## src/rtl/tsi_pkg.sv

```systemverilog
package tsi_pkg;

    // result field width, fixed by the output channel
    localparam int OUT_WIDTH = 16;

    // sequencer states of the top level
    typedef enum logic [1:0] {
        ST_IDLE,
        ST_DIV,
        ST_SCAN,
        ST_HOLD
    } tsi_state_t;

    // status of the task scan back to the sequencer
    typedef struct packed {
        logic done;
        logic hit;
    } tsi_scan_status_t;

endpackage

```

## src/rtl/tsi_divider.sv

```systemverilog
module tsi_divider #(
    parameter int WIDTH = 16
) (
    input  logic             aclk,
    input  logic             aresetn,
    input  logic             start,
    input  logic [WIDTH-1:0] dividend,
    input  logic [WIDTH-1:0] divisor,
    output logic             done,
    output logic [WIDTH-1:0] quotient,
    output logic [WIDTH-1:0] remainder
);

    localparam int CW = $clog2(WIDTH + 1);

    logic [WIDTH-1:0] quo_reg, quo_next;
    logic [WIDTH-1:0] rem_reg, rem_next;
    logic [CW-1:0]    cnt_reg;
    logic             busy_reg;
    logic [WIDTH:0]   shifted;
    logic [WIDTH:0]   trial;
    logic             fits;

    // one restoring step: bring in the next dividend bit, try the subtract
    always_comb begin
        shifted  = {rem_reg, quo_reg[WIDTH-1]};
        trial    = shifted - {1'b0, divisor};
        fits     = !trial[WIDTH];
        rem_next = fits ? trial[WIDTH-1:0] : shifted[WIDTH-1:0];
        quo_next = {quo_reg[WIDTH-2:0], fits};
    end

    // control: bit counter and busy flag
    always_ff @(posedge aclk) begin
        if (!aresetn) begin
            busy_reg <= 1'b0;
            cnt_reg  <= '0;
        end else if (start) begin
            busy_reg <= 1'b1;
            cnt_reg  <= CW'(WIDTH);
        end else if (busy_reg) begin
            if (cnt_reg == '0) begin
                busy_reg <= 1'b0;
            end else begin
                cnt_reg <= cnt_reg - 1'b1;
            end
        end
    end

    // quotient shifts in from the right as the dividend shifts out the left
    always_ff @(posedge aclk) begin
        if (start) begin
            quo_reg <= dividend;
            rem_reg <= '0;
        end else if (busy_reg && cnt_reg != '0) begin
            quo_reg <= quo_next;
            rem_reg <= rem_next;
        end
    end

    assign done      = busy_reg && (cnt_reg == '0);
    assign quotient  = quo_reg;
    assign remainder = rem_reg;

endmodule

```

## src/rtl/tsi_scan.sv

```systemverilog
module tsi_scan #(
    parameter int TILE_BITS   = 16,
    parameter int EXTENT_BITS = 20,
    parameter int POS_BITS    = 21
) (
    input  logic                      aclk,
    input  logic                      aresetn,
    input  logic                      start,
    input  logic [TILE_BITS-1:0]      consumer,
    input  logic [TILE_BITS-1:0]      producer,
    input  logic [EXTENT_BITS-1:0]    extent,
    input  logic [TILE_BITS-1:0]      rem_step,
    output tsi_pkg::tsi_scan_status_t status
);

    import tsi_pkg::*;

    logic [TILE_BITS-1:0] r_reg;
    logic [TILE_BITS-1:0] r_next;
    logic [POS_BITS-1:0]  pos_reg;
    logic                 active_reg;
    logic                 hit_reg;
    logic [TILE_BITS:0]   sum;
    logic [TILE_BITS:0]   wrap;
    logic                 carry;
    logic                 task_hit;
    logic                 more;
    logic                 stop;

    // task step: remainder of m*c mod p advances by c mod p
    always_comb begin
        sum      = {1'b0, r_reg} + {1'b0, rem_step};
        wrap     = sum - {1'b0, producer};
        carry    = sum >= {1'b0, producer};
        r_next   = carry ? wrap[TILE_BITS-1:0] : sum[TILE_BITS-1:0];
        // a task straddles one extra tile when the end crosses a boundary unaligned
        task_hit = carry && (r_next != '0);
        // pattern repeats once the remainder returns to zero; extent caps it too
        more     = (r_next != '0) && (pos_reg < POS_BITS'(extent));
        stop     = task_hit || !more;
    end

    // scan state
    always_ff @(posedge aclk) begin
        if (!aresetn) begin
            active_reg <= 1'b0;
            hit_reg    <= 1'b0;
        end else if (start) begin
            active_reg <= 1'b1;
            hit_reg    <= 1'b0;
        end else if (active_reg) begin
            hit_reg <= hit_reg | task_hit;
            if (stop) begin
                active_reg <= 1'b0;
            end
        end
    end

    // remainder and start of the next task
    always_ff @(posedge aclk) begin
        if (start) begin
            r_reg   <= '0;
            pos_reg <= POS_BITS'(consumer);
        end else if (active_reg) begin
            r_reg   <= r_next;
            pos_reg <= pos_reg + POS_BITS'(consumer);
        end
    end

    assign status.done = active_reg && stop;
    assign status.hit  = hit_reg | task_hit;

endmodule

```

## src/rtl/tile_straddle_inflation_unit.sv

```systemverilog
// channel | ports                                                        | accepted when
// input   | s_valid s_ready s_consumer_width s_producer_width s_axis_extent | s_valid && s_ready
// result  | m_valid m_ready m_inflation m_worst_wait                     | m_valid && m_ready
//
// one item at a time; a zero operand writes a zero result into the result register on accept
// otherwise bit-serial division c / p, then a scan of the tasks one by one
// (at most min(ceil(e/c), p/gcd(c,p)) tasks, stopping at the first inflated task), then the
// result register is loaded from the quotient, remainder and scan outcome
// reset is synchronous and clears control only; no clearing pass
// a waiting result sits in the result register; the next item is taken once it moves to the output register
module tile_straddle_inflation_unit #(
    parameter int TILE_BITS   = 16,
    parameter int EXTENT_BITS = 20
) (
    input  logic                   aclk,
    input  logic                   aresetn,
    input  logic                   s_valid,
    output logic                   s_ready,
    input  logic [TILE_BITS-1:0]   s_consumer_width,
    input  logic [TILE_BITS-1:0]   s_producer_width,
    input  logic [EXTENT_BITS-1:0] s_axis_extent,
    output logic                   m_valid,
    input  logic                   m_ready,
    output logic                   m_inflation,
    output logic [15:0]            m_worst_wait
);

    import tsi_pkg::*;

    localparam int POS_BITS = ((EXTENT_BITS > TILE_BITS) ? EXTENT_BITS : TILE_BITS) + 1;
    localparam int EXT_W    = TILE_BITS + OUT_WIDTH + 1;

    tsi_state_t state_reg, state_next;

    logic [TILE_BITS-1:0]   c_reg;
    logic [TILE_BITS-1:0]   p_reg;
    logic [EXTENT_BITS-1:0] e_reg;
    logic [OUT_WIDTH-1:0]   res_worst_reg;
    logic                   res_infl_reg;
    logic [OUT_WIDTH-1:0]   out_worst_reg;
    logic                   out_infl_reg;
    logic                   m_valid_reg;

    logic                   s_fire;
    logic                   degen;
    logic                   out_free;
    logic                   div_start;
    logic                   div_done;
    logic [TILE_BITS-1:0]   div_quo;
    logic [TILE_BITS-1:0]   div_rem;
    logic                   scan_start;
    logic                   res_load;
    logic                   out_load;
    tsi_scan_status_t       scan_status;
    logic [TILE_BITS:0]     worst_full;
    logic [EXT_W-1:0]       worst_ext;
    logic [OUT_WIDTH-1:0]   worst_sat;

    assign s_fire   = s_valid && s_ready;
    assign degen    = (s_consumer_width == '0) || (s_producer_width == '0)
                   || (s_axis_extent == '0);
    assign out_free = !m_valid_reg || m_ready;

    // next state
    always_comb begin
        state_next = state_reg;
        unique case (state_reg)
            ST_IDLE: begin
                if (s_fire) begin
                    state_next = degen ? ST_HOLD : ST_DIV;
                end
            end
            ST_DIV: begin
                if (div_done) begin
                    state_next = ST_SCAN;
                end
            end
            ST_SCAN: begin
                if (scan_status.done) begin
                    state_next = ST_HOLD;
                end
            end
            ST_HOLD: begin
                if (out_free) begin
                    state_next = ST_IDLE;
                end
            end
            default: state_next = ST_IDLE;
        endcase
    end

    // sequencer outputs
    always_comb begin
        s_ready    = 1'b0;
        div_start  = 1'b0;
        scan_start = 1'b0;
        res_load   = 1'b0;
        out_load   = 1'b0;
        unique case (state_reg)
            ST_IDLE: begin
                s_ready   = 1'b1;
                div_start = s_valid && !degen;
            end
            ST_DIV:  scan_start = div_done;
            ST_SCAN: res_load = scan_status.done;
            ST_HOLD: out_load = out_free;
            default: s_ready = 1'b0;
        endcase
    end

    always_ff @(posedge aclk) begin
        if (!aresetn) begin
            state_reg <= ST_IDLE;
        end else begin
            state_reg <= state_next;
        end
    end

    // operand capture
    always_ff @(posedge aclk) begin
        if (s_fire) begin
            c_reg <= s_consumer_width;
            p_reg <= s_producer_width;
            e_reg <= s_axis_extent;
        end
    end

    // c / p, one quotient bit per cycle
    tsi_divider #(
        .WIDTH (TILE_BITS)
    ) u_divider (
        .aclk      (aclk),
        .aresetn   (aresetn),
        .start     (div_start),
        .dividend  (s_consumer_width),
        .divisor   (p_reg),
        .done      (div_done),
        .quotient  (div_quo),
        .remainder (div_rem)
    );

    // walk the tasks of one period
    tsi_scan #(
        .TILE_BITS   (TILE_BITS),
        .EXTENT_BITS (EXTENT_BITS),
        .POS_BITS    (POS_BITS)
    ) u_scan (
        .aclk     (aclk),
        .aresetn  (aresetn),
        .start    (scan_start),
        .consumer (c_reg),
        .producer (p_reg),
        .extent   (e_reg),
        .rem_step (div_rem),
        .status   (scan_status)
    );

    // worst = ceil(c/p) plus one if any task straddles an extra tile, saturated to OUT_WIDTH bits
    always_comb begin
        worst_full = {1'b0, div_quo} + (TILE_BITS + 1)'(div_rem != '0)
                   + (TILE_BITS + 1)'(scan_status.hit);
        worst_ext  = EXT_W'(worst_full);
        worst_sat  = (worst_ext > EXT_W'({OUT_WIDTH{1'b1}})) ? {OUT_WIDTH{1'b1}}
                                                            : worst_ext[OUT_WIDTH-1:0];
    end

    // finished result, waiting for the output register
    always_ff @(posedge aclk) begin
        if (s_fire && degen) begin
            res_worst_reg <= '0;
            res_infl_reg  <= 1'b0;
        end else if (res_load) begin
            res_worst_reg <= worst_sat;
            res_infl_reg  <= scan_status.hit;
        end
    end

    // output beat register
    always_ff @(posedge aclk) begin
        if (!aresetn) begin
            m_valid_reg <= 1'b0;
        end else if (out_load) begin
            m_valid_reg <= 1'b1;
        end else if (m_ready) begin
            m_valid_reg <= 1'b0;
        end
    end

    always_ff @(posedge aclk) begin
        if (out_load) begin
            out_worst_reg <= res_worst_reg;
            out_infl_reg  <= res_infl_reg;
        end
    end

    assign m_valid      = m_valid_reg;
    assign m_inflation  = out_infl_reg;
    assign m_worst_wait = out_worst_reg;

    // an inflated result always waits on at least two tiles
    a_infl_worst: assert property (@(posedge aclk) disable iff (!aresetn)
        (m_valid && m_inflation) |-> (m_worst_wait > OUT_WIDTH'(1)))
        else $error("inflated result with worst wait below two");

    // divider remainder stays below the producer width during the scan
    a_rem_range: assert property (@(posedge aclk) disable iff (!aresetn)
        (state_reg == ST_SCAN) |-> (div_rem < p_reg))
        else $error("divider remainder out of range");

    // scan only finishes while the sequencer is scanning
    a_scan_state: assert property (@(posedge aclk) disable iff (!aresetn)
        scan_status.done |-> (state_reg == ST_SCAN))
        else $error("scan finished outside scan state");

    // no new beat is taken right after one is accepted
    a_one_item: assert property (@(posedge aclk) disable iff (!aresetn)
        s_fire |=> !s_ready)
        else $error("input accepted while an item is in flight");

endmodule
```

## config.mk

```make
export PLATFORM = sky130hd
export DESIGN_NAME = tile_straddle_inflation_unit
export DESIGN_NICKNAME = d
export VERILOG_FILES = /design/src/rtl/tsi_pkg.sv /design/src/rtl/tsi_divider.sv /design/src/rtl/tsi_scan.sv /design/src/rtl/tile_straddle_inflation_unit.sv
export SDC_FILE = /design/constraint.sdc
export NUM_CORES = 1
export LEC_CHECK = 0
export BUFFER_PORTS_ARGS = -buffer_cell sky130_fd_sc_hd__buf_2
export CAP_MARGIN = 20
export CORE_MARGIN = 5
export CORE_UTILIZATION = 66
export DETAILED_ROUTE_END_ITERATION = 8
export GPL_ROUTABILITY_DRIVEN = 0
export HOLD_SLACK_MARGIN = 0.06
export PLACE_DENSITY = 0.88
export REMOVE_ABC_BUFFERS = 1
export SLEW_MARGIN = 20
export SYNTH_ARGS = -nofsm -noshare
export SYNTH_HDL_FRONTEND = slang
export SYNTH_SLANG_ARGS = --single-unit
```

## constraint.sdc

```tcl
create_clock -name aclk -period 15.9 [get_ports aclk]
set_clock_uncertainty 0.05 [all_clocks]
set_input_delay 4.77 -clock aclk [delete_from_list [all_inputs] [get_ports aclk]]
set_output_delay 4.77 -clock aclk [all_outputs]
set_load 0.03 [all_outputs]
```

# Yosys cells after proc, flatten, opt, wreduce, memory -nomap -nowiden

Cells that the tools add are included.

Mux-type cells: 29
Equal/unequal tests: 8
Bitwise operators: 3
Reductions and logical operators: 33
Magnitude comparators: 3
Add/subtract/negate cells: 7

Operators with widths:

| operator                                                         | number |
|---|---|
| 2-to-1 mux 16 bit                                                | 7 |
| zero test 16 bit                                                 | 2 |
| nonzero test 16 bit                                              | 2 |
| adder 21 x 16 -> 21 bit                                          | 1 |
| less-than comparator 21 x 20 -> 1 bit                            | 1 |
| zero test 20 bit                                                 | 1 |
| adder 16 x 1 -> 17 bit                                           | 1 |
| adder 16 x 16 -> 17 bit                                          | 1 |
| adder 17 x 1 -> 17 bit                                           | 1 |
| >= comparator 17 x 16 -> 1 bit                                   | 1 |
| greater-than comparator 17 x 16 -> 1 bit (second input constant) | 1 |
| subtractor 17 x 16 -> 17 bit                                     | 1 |
| subtractor 16 bit                                                | 1 |
| 2-to-1 mux 5 bit                                                 | 3 |
| 2-to-1 mux 1 bit                                                 | 13 |
| 2-to-1 mux 2 bit                                                 | 5 |
| inequality test 2 bit (second input constant)                    | 5 |
| logical AND 1 bit                                                | 8 |
| case mux 2 bit (4 select lines)                                  | 1 |
| nonzero test 2 bit                                               | 4 |
| zero test 5 bit                                                  | 1 |
| nonzero test 5 bit                                               | 1 |
| subtractor 5 x 1 -> 5 bit (second input constant)                | 1 |
| equality test 2 bit (second input constant)                      | 2 |
| other kinds (9)                                                  | 18 |

Bits in registers: 166
Word-level logic and storage cells: 102
Output and inout port bits: 19
Bits of input ports: 56

# Depth between registers and ports, before layout

Depth after elaboration: 10
Gate-level depth with buffers: 26

# Modules after synthesis

A second synthesis with hierarchy kept.

Cell total of the unflattened synthesis: 1057
Area, all modules: 10606.4 µm²

By module, submodules not included:

| module                       | sequential area each (µm²) | cells each | instances | area an instance (µm²) |
|---|---|---|---|---|
| tsi_scan                     | 940.9                      | 555        | 1         | 4569.4 |
| tile_straddle_inflation_unit | 2472.4                     | 228        | 1         | 3464.6 |
| tsi_divider                  | 920.9                      | 274        | 1         | 2572.5 |

# Worst setup path before layout

Ideal clock, no wire load.

Path type: in2reg
Start: input s_axis_extent[16]
End: register u_divider.quo_reg[0] (netlist: u_divider.quotient[0]), enable pin
Setup slack: 9.047 ns
Data arrival time: 6.390 ns
Setup time: 0.413 ns
Required time: 15.437 ns
Path buffers: 0
Stages on the path: 5
Path through: nor4_1 and3_1 nand3_1 nand3_1 o21ai_0

Word-level cells in the longest chain between the ends: 6

Ends and longest elaborated chain:

| element                      | line                                | source |
|---|---|---|
| start: declaration           | tile_straddle_inflation_unit.sv:21  | `input logic [EXTENT_BITS-1:0] s_axis_extent,` |
| zero test 20 bit             | tile_straddle_inflation_unit.sv:61  | `\|\| (s_axis_extent == '0);` |
| logical OR 1 bit             | tile_straddle_inflation_unit.sv:61  |  |
| zero test 1 bit              | tile_straddle_inflation_unit.sv:102 | `div_start = s_valid && !degen;` |
| logical AND 1 bit            | tile_straddle_inflation_unit.sv:102 |  |
| 2-to-1 mux 1 bit             | tile_straddle_inflation_unit.sv:99  | `unique case (state_reg)` |
| nonzero test 2 bit (no line) | --                                  |  |
| end signal: assignment       | tsi_divider.sv:53                   | `quo_reg <= dividend;` |
| end signal: assignment       | tsi_divider.sv:56                   | `quo_reg <= quo_next;` |
| end: declaration             | tsi_divider.sv:16                   | `logic [WIDTH-1:0] quo_reg, quo_next;` |

Every way passes these cells.
A chain may end at the register's enable or synchronous reset.

==> impl_metrics.tcl <==
set metrics [dict create \
    status "completed" \
    maxCapViolCount 0 \
    path_delay_family "simple AND/OR/NAND/NOR gates" \
    async_flop_share 0 \
    yosys_most_used_dff "edfxtp_1" \
    grtUsageTotal 0.283 \
    crit_fanout 14 \
    drive_above_1_share 0.140 \
    cts_num_sinks 166 \
    max_freq_ghz 0.141 \
    syn2layout_area_growth_pct 11.7 \
    grt_pass1_vias 8486 \
    postCtsHoldBufs 0 \
    finalNonFillerCells 1360 \
    largest_register_ffs 21 \
    syn_area_per_cell_um2 9.86 \
    die_height_um 136 \
    postLayoutCellArea_mm2 0.0116 \
    grt_max_degree 57 \
    start_util 0.663 \
    criticalPathCategory "flop to flop" \
    setup_tns_ns 0 \
    hold_depth 0 \
    ctsHtreeMaxLevel 4 \
    seq_area_frac_synth 0.416 \
    cp.buffers_inverters 0 \
    antenna_left 0 \
    r2r_start "u_divider.remainder[5]" \
    power_density_mw_per_mm2 211 \
    worstSetupPathDepth 22 \
    setup_viol 0 \
    crit_chain "ha_1 > a2111oi_0 > o21a_1 > nor2_1 > o311ai_0 > ha_1 > and4_1 > nand3_1 > o21a_1 > nand3_1 > or2b_1 > o221ai_1 > nand4_1 > and2_1 > fa_1 > ha_1 > and4_1 > and4_1 > and4_1 > and3_1 > nor3_1 > a211oi_1" \
    num_rows 46 \
    dpl.hpwl_um 18800 \
    portBuffers 74 \
    cts_buffers 17 \
    cpPeakStageDelay_ns 0.80 \
    synth_edf_count 101 \
    post_cts_resized 0 \
    yosysUniqueCellTypes 68 \
    netlist_area_mm2 0.0104 \
    reg2reg_depth 22 \
    arrival_ns 7.34 \
    maxSlewHeadroom 0.361 \
    dpl.cell_count 1326 \
    worst_slew_pin_slew_ns 0.957 \
    gr-total-overflow 0 \
    synth_warnings 0 \
    cpMaxStageDelayCell "o311ai_0" \
    detail_route.vias_per_cell 6.41 \
    slew_viol_final 0 \
    clock_path_buffers 2 \
    rr_endpoint "res_worst_reg[6]" \
    critical_path.most_common_cell "and4_1" \
    cts_root_buf "clkbuf_16" \
    die_w_um 136 \
    period_needed_ns 7.09 \
    vias 8724 \
    initialDrtViolationCount 811 \
    drc 0 \
    wire_per_inst_um 19.0 \
    cp-startpoint "u_divider.remainder[5]" \
    ys_ff_latch 166 \
    ir_drop_v 0.000128 \
    hold_viol_final 0 \
    cts_tree "built" \
    nNetsFinal 1279 \
    hold_path.class "flop to flop" \
    clock_latency_ns 0.44 \
    worst_setup_path_start_kind "flop" \
    drt_pass1_iterations 7 \
    finish.utilization 0.741 \
    p_leak_nw 4.78 \
    clk_pin_slew_worst_paths_ns 0.06 \
    cp-end-kind "flop" \
    required_ns 16.14 \
    crit_end "res_worst_reg[6]" \
    place_area_mm2 0.0110 \
    cts_setup_buffers 0 \
    wirelength_um 25900 \
    coreArea_mm2 0.0157 \
    antenna_found_initial 1 \
    syn_inst 1057 \
    num_io_pins 75 \
    power.total_w 0.00246 \
    rrSetupSlack_ns 8.81 \
    grt_pass1_wl_um 41000 \
    die-area_mm2 0.0184 \
    min_period_over_period 0.446 \
    grt_setup_unrepaired "false" \
]
==> power breakdown <==
part / switching (W) / total (W) / internal [W]
sequential: 0.0000923 / 0.000677 / 0.000585
combinational: 0.000806 / 0.00135 / 0.000544
clock: 0.000178 / 0.000434 / 0.000257
total: 0.00108 / 0.00246 / 0.00139
==> cell usage after synthesis (3+ instances only) <==
library cell | count | share of area
xor2_1 | 20 | 0.017
mux2i_1 | 27 | 0.026
o221ai_1 | 3 | 0.0025
nand3b_1 | 3 | 0.0022
and2_1 | 8 | 0.0048
a2111oi_0 | 4 | 0.0034
a311oi_1 | 5 | 0.0042
a21oi_1 | 68 | 0.033
nor2_1 | 91 | 0.033
ha_1 | 89 | 0.11
a21o_1 | 16 | 0.012
nand4_1 | 13 | 0.0078
dfxtp_1 | 65 | 0.12
or3_1 | 5 | 0.0030
mux2_2 | 20 | 0.022
nor2b_1 | 13 | 0.0078
nand4b_1 | 3 | 0.0025
buf_4 | 3 | 0.0022
xnor2_1 | 41 | 0.034
nand2_1 | 51 | 0.018
a31oi_1 | 7 | 0.0042
a31o_2 | 4 | 0.0034
a211o_1 | 6 | 0.0050
o31ai_1 | 8 | 0.0058
o211ai_1 | 12 | 0.0086
edfxtp_1 | 101 | 0.29
nor4_1 | 18 | 0.011
nor3_1 | 33 | 0.016
nand3_1 | 24 | 0.012
o21ai_0 | 51 | 0.024
a221oi_1 | 3 | 0.0025
o21bai_1 | 3 | 0.0022
nand2b_1 | 15 | 0.0090
a211oi_1 | 52 | 0.037
and4_1 | 9 | 0.0076
and3_1 | 16 | 0.0096
fa_1 | 5 | 0.0096
o21a_1 | 12 | 0.0086
inv_1 | 69 | 0.025
clkbuf_1 | 21 | 0.0076
or2_2 | 6 | 0.0036
==> stage by stage <==
stage / setup WS [ns] / hold WS (ns)
finish: 8.81 / 0.389
global route: 8.26 / 0.394
CTS: 8.89 / 0.386
detailed placement: 8.70 / 0.369
global placement: 8.77 / 0.366
floorplan: 8.72 / 0.358
==> how the worst min path moves through the flow <==
stage                       from               end  slack [ns]
2_1_floorplan       res_infl_reg       m_inflation        0.36
3_3_place_gp    res_worst_reg[6]   m_worst_wait[6]        0.37
3_5_place_dp    res_worst_reg[4]   m_worst_wait[4]        0.37
4_1_cts        res_worst_reg[10]  m_worst_wait[10]        0.39
5_1_grt        res_worst_reg[11]  m_worst_wait[11]        0.39
6_report       res_worst_reg[10]  m_worst_wait[10]        0.39
==> placed cells by master, fill, tap and decap left out, types with 6 or more instances in the layout <==
cell,count
xnor2_1,41
clkbuf_16,19
ha_1,89
o31ai_1,8
nand2b_1,15
a21oi_1,67
a211o_1,6
a31oi_1,7
dfxtp_1,65
o21ai_0,50
a211oi_1,52
a21o_1,16
nor2b_1,12
xor2_1,19
mux2i_1,27
nand3_1,24
nor4_1,18
edfxtp_1,101
or2_2,6
o21a_1,12
and2_1,8
nor2_1,89
mux2_2,20
nand4_1,13
o211ai_1,12
and4_1,9
inv_1,68
buf_2,74
nand2_1,51
nor3_1,33
buf_4,8
and3_1,15
==> cells by family after synthesis <==
group                      synth area share
buffers and inverters                0.0379
DFF                                   0.416
muxes                                0.0475
AOI/OAI and AO/OA                     0.173
xor gates and xnor gates             0.0513
adders and majority gates             0.116
and+or+nand+nor                       0.158
==> area by class of cell <==
class,instances,area [µm²]
Antenna cell,2,5.00
Clock buffer,21,493
Clock inverter,11,130
Fill cell,1068,4070
Inverter,69,260
Multi-Input combinational cell,793,5720
Sequential cell,166,4330
Tap cell,216,270
Timing Repair Buffer,82,430
==> per-layer routing <==
| metal | wire (µm) | global-route usage | share of wire | vias up |
|---|---|---|---|---|
| met2 | 12500 | 0.479 | 0.48 | 366 |
| met1 | 10300 | 0.339 | 0.40 | 4144 |
| met5 | 13 | 0 | 0.00050 | - |
| li1 | - | - | - | 4109 |
| met3 | 1750 | 0.0605 | 0.068 | 103 |
| met4 | 1300 | 0.150 | 0.050 | 2 |
Note: power is estimated with default switching activity, not from simulation.
